--- config.mk ---
export PLATFORM = sky130hd
export DESIGN_NAME = peak_average_staged_power_switch
export DESIGN_NICKNAME = d
export VERILOG_FILES = /design/src/sv/paspsw_pkg.sv /design/src/sv/peak_average_staged_power_switch.sv
export SDC_FILE = /design/constraint.sdc
export NUM_CORES = 1
export LEC_CHECK = 0
export BUFFER_PORTS_ARGS = -buffer_cell sky130_fd_sc_hd__buf_2
export CORE_MARGIN = 10
export CORE_UTILIZATION = 57
export DETAILED_ROUTE_END_ITERATION = 10
export HOLD_SLACK_MARGIN = 0.1
export PLACE_DENSITY = 0.76
export SLEW_MARGIN = 20
export SYNTH_ARGS = -nofsm -noshare
export SYNTH_HDL_FRONTEND = slang
export SYNTH_SLANG_ARGS = --single-unit
--- constraint.sdc ---
create_clock -name clock -period 5.6 [get_ports clock]
set_input_delay 0.28 -clock clock [delete_from_list [all_inputs] [get_ports clock]]
set_output_delay 0.28 -clock clock [all_outputs]
set_load 0.02 [all_outputs]
--- src/sv/paspsw_pkg.sv ---
// Package for the staged power switch: sizes, widths, register codes,
// reset values and the sequencer state type.
// Has no dependencies; every other file imports it.
`default_nettype none

package paspsw_pkg;

   // Ring sizes. The peak ring depth must be a power of two.
   localparam int SAMPLE_DEPTH = 16;
   localparam int PEAK_DEPTH   = 8;
   localparam int SAMPLE_AW    = $clog2(SAMPLE_DEPTH);
   localparam int PEAK_AW      = $clog2(PEAK_DEPTH);
   localparam int SCAN_MAX     = (SAMPLE_DEPTH > PEAK_DEPTH) ? SAMPLE_DEPTH : PEAK_DEPTH;
   localparam int CNT_W        = $clog2(SCAN_MAX + 1);

   // Field widths.
   localparam int ADC_W      = 10;
   localparam int VPC_W      = 24;
   localparam int VOLT_W     = 16;
   localparam int IVAL_W     = 16;
   localparam int GROUPS     = 3;
   localparam int PROD_W     = ADC_W + VPC_W;
   localparam int FRAC_SHIFT = 16;
   localparam int SUM_W      = VOLT_W + PEAK_AW;

   // Configuration port.
   localparam int CSR_IDX_W  = 3;
   localparam int CSR_DATA_W = 24;

   localparam logic [CSR_IDX_W-1:0] CSR_VOLTS_PER_COUNT = 3'd0;
   localparam logic [CSR_IDX_W-1:0] CSR_ON_THRESHOLD    = 3'd1;
   localparam logic [CSR_IDX_W-1:0] CSR_OFF_THRESHOLD   = 3'd2;
   localparam logic [CSR_IDX_W-1:0] CSR_BOOT_INTERVAL   = 3'd3;
   localparam logic [CSR_IDX_W-1:0] CSR_AUTO_SWITCH     = 3'd4;

   localparam logic [VPC_W-1:0]  RST_VOLTS_PER_COUNT = 24'd82000;
   localparam logic [VOLT_W-1:0] RST_ON_THRESHOLD    = 16'd1792;
   localparam logic [VOLT_W-1:0] RST_OFF_THRESHOLD   = 16'd1664;
   localparam logic [IVAL_W-1:0] RST_BOOT_INTERVAL   = 16'd10;

   typedef enum logic [2:0] {
      ST_IDLE,
      ST_SCALE,
      ST_WR_SAMPLE,
      ST_SCAN_SAMPLE,
      ST_WR_PEAK,
      ST_SCAN_PEAK,
      ST_DONE
   } state_type;

endpackage

`default_nettype wire

--- src/sv/peak_average_staged_power_switch.sv ---
// Staged power switch driven by a windowed peak moving average.
// Depends on paspsw_pkg.
//
// Each request carries one raw ADC sample and produces exactly one response.
// A request runs from acceptance to the response register through the
// scale and write steps and the two scans that read the sample ring and
// the peak ring one entry per cycle through the single read port of each
// ring memory. The next request can be taken in the cycle after the
// response is loaded. One request is in work at a time; req_stall is high
// from acceptance until the response is loaded, and a finished response
// waits in its own register so the next request can be taken while it is
// still stalled. Both rings read as zero after reset through per-entry
// valid bits, so no clearing pass is needed. Configuration writes are
// always taken (csr_ready is tied high) and must only be issued while no
// request is in flight.
`default_nettype none

module peak_average_staged_power_switch (
   input  wire logic                               clock,
   input  wire logic                               reset,
   // request channel
   input  wire logic                               req_valid,
   output logic                                    req_stall,
   input  wire logic [paspsw_pkg::ADC_W-1:0]       req_adc_sample,
   // response channel
   output logic                                    rsp_valid,
   input  wire logic                               rsp_stall,
   output logic [paspsw_pkg::VOLT_W-1:0]           rsp_avg_peak_voltage,
   output logic                                    rsp_target_on,
   output logic                                    rsp_group_one_on,
   output logic                                    rsp_group_two_on,
   output logic                                    rsp_group_three_on,
   // configuration channel
   input  wire logic                               csr_valid,
   output logic                                    csr_ready,
   input  wire logic [paspsw_pkg::CSR_IDX_W-1:0]   csr_index,
   input  wire logic [paspsw_pkg::CSR_DATA_W-1:0]  csr_data
);
   import paspsw_pkg::*;

   // Configuration registers.
   logic [VPC_W-1:0]  vpc_ff;
   logic [VOLT_W-1:0] on_thr_ff;
   logic [VOLT_W-1:0] off_thr_ff;
   logic [IVAL_W-1:0] interval_ff;
   logic              auto_ff;

   // Sequencer and control state.
   state_type         state_ff, state_in;
   logic [CNT_W-1:0]  cnt_ff;
   logic [SAMPLE_AW-1:0] s_pos_ff;
   logic [PEAK_AW-1:0]   p_pos_ff;
   logic              target_ff, target_in;
   logic [IVAL_W-1:0] tick_ff, tick_in;
   logic [GROUPS-1:0] group_ff, group_in;
   logic              rsp_valid_ff;
   logic [SAMPLE_DEPTH-1:0] s_vld_ff;
   logic [PEAK_DEPTH-1:0]   p_vld_ff;

   // Payload registers.
   logic [ADC_W-1:0]  adc_ff;
   logic [VOLT_W-1:0] scaled_ff, scaled_in;
   logic [VOLT_W-1:0] peak_ff;
   logic [SUM_W-1:0]  sum_ff;
   logic [VOLT_W-1:0] rsp_avg_ff;

   // Ring memories with registered read data.
   logic [VOLT_W-1:0] s_mem [SAMPLE_DEPTH];
   logic [VOLT_W-1:0] p_mem [PEAK_DEPTH];
   logic [VOLT_W-1:0] s_rd_data_ff;
   logic [VOLT_W-1:0] p_rd_data_ff;
   logic              s_rd_ok_ff;
   logic              p_rd_ok_ff;

   // Decoded controls.
   logic accept;
   logic slot_free;
   logic s_we, s_rd_en, s_consume;
   logic p_we, p_rd_en, p_consume;
   logic cnt_clr, cnt_inc;
   logic load_rsp;

   logic [PROD_W-1:0]   product;
   logic [VOLT_W-1:0]   s_rd_val, p_rd_val;
   logic [VOLT_W-1:0]   avg;
   logic [IVAL_W:0]     tick_next;

   function automatic logic [GROUPS-1:0] stage_groups(input logic [GROUPS-1:0] cur,
                                                      input logic             tgt);
      logic [GROUPS-1:0] res;
      logic              done;
      res  = cur;
      done = 1'b0;
      for (int g = 0; g < GROUPS; g++) begin
         if (!done && (cur[g] != tgt)) begin
            res[g] = tgt;
            done   = 1'b1;
         end
      end
      return res;
   endfunction

   assign accept    = req_valid && !req_stall;
   assign slot_free = !rsp_valid_ff || !rsp_stall;
   assign csr_ready = 1'b1;

   // Sample scaling: truncate the Q10.24 product to Q8.8 and saturate.
   assign product = {{VPC_W{1'b0}}, adc_ff} * {{ADC_W{1'b0}}, vpc_ff};
   always_comb begin
      if (|product[PROD_W-1:FRAC_SHIFT+VOLT_W]) begin
         scaled_in = {VOLT_W{1'b1}};
      end else begin
         scaled_in = product[FRAC_SHIFT+VOLT_W-1:FRAC_SHIFT];
      end
   end

   // Entries never written since reset read as zero.
   assign s_rd_val = s_rd_ok_ff ? s_rd_data_ff : '0;
   assign p_rd_val = p_rd_ok_ff ? p_rd_data_ff : '0;

   assign avg = sum_ff[SUM_W-1:PEAK_AW];

   // Next state.
   always_comb begin
      state_in = state_ff;
      unique case (state_ff)
         ST_IDLE: begin
            if (req_valid) state_in = ST_SCALE;
         end
         ST_SCALE:     state_in = ST_WR_SAMPLE;
         ST_WR_SAMPLE: state_in = ST_SCAN_SAMPLE;
         ST_SCAN_SAMPLE: begin
            if (cnt_ff == CNT_W'(SAMPLE_DEPTH)) state_in = ST_WR_PEAK;
         end
         ST_WR_PEAK:   state_in = ST_SCAN_PEAK;
         ST_SCAN_PEAK: begin
            if (cnt_ff == CNT_W'(PEAK_DEPTH)) state_in = ST_DONE;
         end
         ST_DONE: begin
            if (slot_free) state_in = ST_IDLE;
         end
         default: state_in = ST_IDLE;
      endcase
   end

   // State outputs.
   always_comb begin
      req_stall = 1'b1;
      s_we      = 1'b0;
      s_rd_en   = 1'b0;
      s_consume = 1'b0;
      p_we      = 1'b0;
      p_rd_en   = 1'b0;
      p_consume = 1'b0;
      cnt_clr   = 1'b0;
      cnt_inc   = 1'b0;
      load_rsp  = 1'b0;
      unique case (state_ff)
         ST_IDLE:  req_stall = 1'b0;
         ST_SCALE: begin
         end
         ST_WR_SAMPLE: begin
            s_we    = 1'b1;
            cnt_clr = 1'b1;
         end
         ST_SCAN_SAMPLE: begin
            s_rd_en   = (cnt_ff != CNT_W'(SAMPLE_DEPTH));
            s_consume = (cnt_ff != '0);
            cnt_inc   = 1'b1;
         end
         ST_WR_PEAK: begin
            p_we    = 1'b1;
            cnt_clr = 1'b1;
         end
         ST_SCAN_PEAK: begin
            p_rd_en   = (cnt_ff != CNT_W'(PEAK_DEPTH));
            p_consume = (cnt_ff != '0);
            cnt_inc   = 1'b1;
         end
         ST_DONE:  load_rsp = slot_free;
         default: begin
         end
      endcase
   end

   // Hysteresis and group staging, applied when the response is loaded.
   always_comb begin
      target_in = target_ff;
      tick_in   = tick_ff;
      group_in  = group_ff;
      tick_next = {1'b0, tick_ff} + 1'b1;
      if (auto_ff) begin
         if (avg > on_thr_ff) begin
            target_in = 1'b1;
         end else if (avg < off_thr_ff) begin
            target_in = 1'b0;
         end
         // An interval of zero acts on every tick, like an interval of one.
         if (tick_next < {1'b0, interval_ff}) begin
            tick_in = tick_next[IVAL_W-1:0];
         end else begin
            tick_in  = '0;
            group_in = stage_groups(group_ff, target_in);
         end
      end
   end

   // Control registers.
   always_ff @(posedge clock) begin
      if (reset) begin
         state_ff     <= ST_IDLE;
         cnt_ff       <= '0;
         s_pos_ff     <= '0;
         p_pos_ff     <= '0;
         target_ff    <= 1'b0;
         tick_ff      <= '0;
         group_ff     <= '0;
         rsp_valid_ff <= 1'b0;
         s_vld_ff     <= '0;
         p_vld_ff     <= '0;
         vpc_ff       <= RST_VOLTS_PER_COUNT;
         on_thr_ff    <= RST_ON_THRESHOLD;
         off_thr_ff   <= RST_OFF_THRESHOLD;
         interval_ff  <= RST_BOOT_INTERVAL;
         auto_ff      <= 1'b0;
      end else begin
         state_ff <= state_in;
         if (cnt_clr) begin
            cnt_ff <= '0;
         end else if (cnt_inc) begin
            cnt_ff <= cnt_ff + 1'b1;
         end
         if (s_we) begin
            s_vld_ff[s_pos_ff] <= 1'b1;
            if (s_pos_ff == SAMPLE_AW'(SAMPLE_DEPTH - 1)) begin
               s_pos_ff <= '0;
            end else begin
               s_pos_ff <= s_pos_ff + 1'b1;
            end
         end
         if (p_we) begin
            p_vld_ff[p_pos_ff] <= 1'b1;
            if (p_pos_ff == PEAK_AW'(PEAK_DEPTH - 1)) begin
               p_pos_ff <= '0;
            end else begin
               p_pos_ff <= p_pos_ff + 1'b1;
            end
         end
         if (load_rsp) begin
            rsp_valid_ff <= 1'b1;
            target_ff    <= target_in;
            tick_ff      <= tick_in;
            group_ff     <= group_in;
         end else if (!rsp_stall) begin
            rsp_valid_ff <= 1'b0;
         end
         if (csr_valid && csr_ready) begin
            unique case (csr_index)
               CSR_VOLTS_PER_COUNT: vpc_ff      <= csr_data[VPC_W-1:0];
               CSR_ON_THRESHOLD:    on_thr_ff   <= csr_data[VOLT_W-1:0];
               CSR_OFF_THRESHOLD:   off_thr_ff  <= csr_data[VOLT_W-1:0];
               CSR_BOOT_INTERVAL:   interval_ff <= csr_data[IVAL_W-1:0];
               CSR_AUTO_SWITCH:     auto_ff     <= csr_data[0];
               default: begin
               end
            endcase
         end
      end
   end

   // Payload registers.
   always_ff @(posedge clock) begin
      if (accept) adc_ff <= req_adc_sample;
      if (state_ff == ST_SCALE) scaled_ff <= scaled_in;
      if (s_we) begin
         peak_ff <= '0;
      end else if (s_consume && (s_rd_val > peak_ff)) begin
         peak_ff <= s_rd_val;
      end
      if (p_we) begin
         sum_ff <= '0;
      end else if (p_consume) begin
         sum_ff <= sum_ff + SUM_W'(p_rd_val);
      end
      if (load_rsp) rsp_avg_ff <= avg;
   end

   // Sample ring memory.
   always_ff @(posedge clock) begin
      if (s_we) s_mem[s_pos_ff] <= scaled_ff;
      if (s_rd_en) begin
         s_rd_data_ff <= s_mem[cnt_ff[SAMPLE_AW-1:0]];
         s_rd_ok_ff   <= s_vld_ff[cnt_ff[SAMPLE_AW-1:0]];
      end
   end

   // Peak ring memory.
   always_ff @(posedge clock) begin
      if (p_we) p_mem[p_pos_ff] <= peak_ff;
      if (p_rd_en) begin
         p_rd_data_ff <= p_mem[cnt_ff[PEAK_AW-1:0]];
         p_rd_ok_ff   <= p_vld_ff[cnt_ff[PEAK_AW-1:0]];
      end
   end

   assign rsp_valid            = rsp_valid_ff;
   assign rsp_avg_peak_voltage = rsp_avg_ff;
   assign rsp_target_on        = target_ff;
   assign rsp_group_one_on     = group_ff[0];
   assign rsp_group_two_on     = group_ff[1];
   assign rsp_group_three_on   = group_ff[2];

endmodule

`default_nettype wire

==> results.toml <==
[outcome]
run_status = "complete, but fails checks"
failed_checks = "negative setup slack"

[sta]
finalSetupViolations = 16
max_freq_mhz = 175
layout_worst_path_cycle_share_pct = 102
setup_clock_skew_after_layout_ns = 0.0458
max_slew_violation_count = 0
min_period_ns = 5.71
finalHoldViolations = 0
grt_setup_unrepaired = "yes"
setup_slack_ns = -0.105
fin_hold_ws_ns = 0.184
slew_headroom_pct = 25.7
worst-slew-pin-transition_ns = 1.11

[routing]
route.detailed.drc = 0
number_of_nets_with_antenna_violations_after_routing = 0
drt_first_iter_violations = 1966
vias = 21069
avgRoutedWirePerCell_um = 22.0
detail_route.first_pass.iterations = 6
routed_via_density = 5.87
route.final.wire_length_um = 79100

[clock_network]
number_of_cts_inserted_buffers = 61
clk_path_buf_depth = 3
worst_skew_pair_later_pin_latency_ns = 0.66
clk_transition_reported_paths_ns = 0.06
cts_tree = "built"
h_tree_level_count = 2
clkSinkCount = 628
clk_root_buffer_cell = "sky130_fd_sc_hd__clkbuf_16"

[hold_path]
worst_hold_path.endpoint = "off_thr_ff[15]"
worst_hold_path_type = "in2reg"
hold_depth = 4
hold_start = "csr_index[0]"

[setup_path]
timing.critical_path.to_type = "flop"
regToRegEndpoint = "scaled_ff[5]"
arrival_ns = 6.20
worst-r2r-cell-count = 22
timing.reg2reg.setup_slack_ns = -0.11
cp_data_required_time_ns = 6.09
setup.worst_path.class = "reg2reg"
critPathMaxFanout = 8
timing.rr.start = "adc_ff[2]"
setup.worst_path.start_class = "flop"

[floorplan]
floorplan_core_area_um2 = 57500
starting_density_of_the_core_pct = 57.3
die-area_um2 = 67800
std_cell_rows = 88
die_width_um = 260
num_io_pins = 65
die-height_um = 260

[global_route]
gr-usage-all-layers_pct = 23.6
congestion_overflow_gr = 0
grt_pass1_wl_um = 124000
via_count_of_the_first_global_routing_pass = 22020
grt_use_met2_pct = 38.9
antenna_found_initial = 0
grt.met1_usage_pct = 31.4
grt_max_degree = 82
grt-busiest-layer = "met2"
groute.layer.met3.usage_pct = 4.22

[layout]
final_area_um2 = 38300
post_layout_nonfiller_instances = 3592
final_layout_size_suffix_gt1_share_pct = 21.5
insertedDiodeCount = 0
design.final.nets = 3144
post-route-util_pct = 66.6
area_growth_pct = 16.3

[synthesis]
yosys.cell_count.top_type = "sky130_fd_sc_hd__edfxtp_1"
syn-num-nets = 2937
register_bit_total_from_synthesis = 628
post_synth_main_area_contributors = "sky130_fd_sc_hd__edfxtp_1 42%, sky130_fd_sc_hd__fa_1 11%, sky130_fd_sc_hd__dfxtp_1 10%"
postSynthAreaPerCell_um2 = 12.8
synthDominantAreaCellType = "sky130_fd_sc_hd__edfxtp_1"
syn_inst = 2567
number_of_flops_mapped_to_enable_cells_by_yosys = 460
synth-seq-area-share_pct = 52.2
netlist_area_before_placement_um2 = 32900
synth_commonest_cells = "460 x sky130_fd_sc_hd__edfxtp_1, 326 x sky130_fd_sc_hd__nand2_1, 244 x sky130_fd_sc_hd__inv_1"
yosysTopAreaCellShare_pct = 42.0
synth.lib_cells_used.distinct = 64
synth_top_flop_cell = "sky130_fd_sc_hd__edfxtp_1"
yosys_warnings = 0
post_synth_arst_share_pct = 0

[placement]
place_inst = 3409
place_congestion = 0.880
placed_area_um2 = 35000
placement.io_buffers = 63
hpwl_dp_um = 51700

[job]
cap_viol_max_count = 0

[power_and_ir_drop]
vdd.ir_drop.worst_mv = 0.257
power-per-cell-area_nw_per_um2 = 299
power_leakage_nw = 14.7
p_total_mw = 11.5
==> cell usage in the layout, fill, tap and decap left out, drive strengths merged, types with 32 or more instances in the layout <==
| cell | instances |
|---|---|
| ha | 154 |
| and2 | 160 |
| a21o | 32 |
| dfxtp | 168 |
| dlygate4sd3 | 39 |
| nor2 | 83 |
| a21oi | 143 |
| mux4 | 119 |
| buf | 229 |
| nand2 | 327 |
| clkbuf | 76 |
| fa | 174 |
| inv | 245 |
| nand3 | 38 |
| edfxtp | 460 |
==> cells by family (layout without fill, tap and decap cells) <==
group	Yosys count	after routing	synth area share, %
xor+xnor	54	54	1.44
flops	628	628	52.2
compound gates	294	294	5.56
buf+inv	370	630	4.29
other cells	1	1	0.0114
simple gates	739	739	10.9
mux	153	153	9.24
fa+ha+maj	328	328	16.4
==> critical path, stage by stage, from the launching register on <==
cell	delay (ns)
sky130_fd_sc_hd__edfxtp_1	0.43
sky130_fd_sc_hd__buf_6	0.14
sky130_fd_sc_hd__clkbuf_16	0.15
sky130_fd_sc_hd__nand2_1	0.07
sky130_fd_sc_hd__fa_1	0.53
sky130_fd_sc_hd__inv_2	0.07
sky130_fd_sc_hd__fa_1	0.48
sky130_fd_sc_hd__fa_1	0.53
sky130_fd_sc_hd__fa_1	0.56
sky130_fd_sc_hd__inv_1	0.06
sky130_fd_sc_hd__fa_1	0.57
sky130_fd_sc_hd__inv_1	0.08
sky130_fd_sc_hd__ha_4	0.25
sky130_fd_sc_hd__nand3_2	0.09
sky130_fd_sc_hd__nor3_2	0.05
sky130_fd_sc_hd__a31oi_2	0.20
sky130_fd_sc_hd__nor3_2	0.07
sky130_fd_sc_hd__or3_4	0.40
sky130_fd_sc_hd__and3_4	0.17
sky130_fd_sc_hd__a311oi_4	0.33
sky130_fd_sc_hd__buf_6	0.18
sky130_fd_sc_hd__buf_6	0.09
sky130_fd_sc_hd__a21o_1	0.07
==> power breakdown <==
group | total [mW] | leakage [nW] | switching, mW | internal [mW]
sequential | 5.31 | 5.44 | 0.156 | 5.16
combinational | 1.76 | 8.25 | 0.924 | 0.841
clock | 4.37 | 1.04 | 1.83 | 2.54
==> routing by layer <==
layer / wire [µm] / part of all wire [%]
met1: 32400 / 41
met4: 2380 / 3.0
met2: 38000 / 48
met5: 0 / 0
met3: 6340 / 8.0
==> stage by stage <==
| step | setup TNS [ns] | setup WS, ns |
|---|---|---|
| 2_1_floorplan | 0 | 0.00218 |
| 3_3_place_gp | -2.14 | -0.218 |
| 3_5_place_dp | -3.70 | -0.328 |
| 4_1_cts | -0.191 | -0.0589 |
| 5_1_grt | -3.05 | -0.234 |
| 6_report | -0.867 | -0.105 |
==> how the worst max path moves through the flow <==
stage | end | from | slack, ns | depth (start not counted)
after floorplan | scaled_ff[4] | adc_ff[2] | 0.002 | 18
after global routing | scaled_ff[12] | adc_ff[2] | -0.23 | 22
after CTS | scaled_ff[5] | adc_ff[4] | -0.06 | 18
final | scaled_ff[5] | adc_ff[2] | -0.11 | 22
after detailed placement | scaled_ff[2] | adc_ff[9] | -0.33 | 20
after global placement | scaled_ff[14] | adc_ff[8] | -0.22 | 17
==> timing repair <==
item | 4_1_cts | 5_1_grt
endpoints found under the hold margin | 100 | 0
pin swaps | 68 | 71
endpoints found under the setup margin | 16 | 16
hold buffers | 39 | 0
resized for setup | 74 | 80
cloned | 3 | 2
setup buffers | 12 | 12
==> registers in the layout (all words and copies together), names as in the netlist, 3 cells and up <==
name,flops
adc_ff,10
cnt_ff,5
group_ff,3
interval_ff,16
off_thr_ff,16
on_thr_ff,16
p_mem,128
p_pos_ff,3
p_rd_data_ff,16
p_vld_ff,8
peak_ff,16
rsp_avg_peak_voltage,16
s_mem,256
s_pos_ff,4
s_rd_data_ff,16
s_vld_ff,16
scaled_ff,16
state_ff,3
sum_ff,19
tick_ff,16
vpc_ff,24
==> layout make-up <==
class	count	area (µm²)
clock inverter	42	564
timing repair buffer	270	2220
multi-input combinational	1569	14900
clock buffer	74	1590
sequential	628	17200
fill	3988	19200
tap	765	957
inverter	244	916
Note: power is estimated with default switching activity, not from simulation.
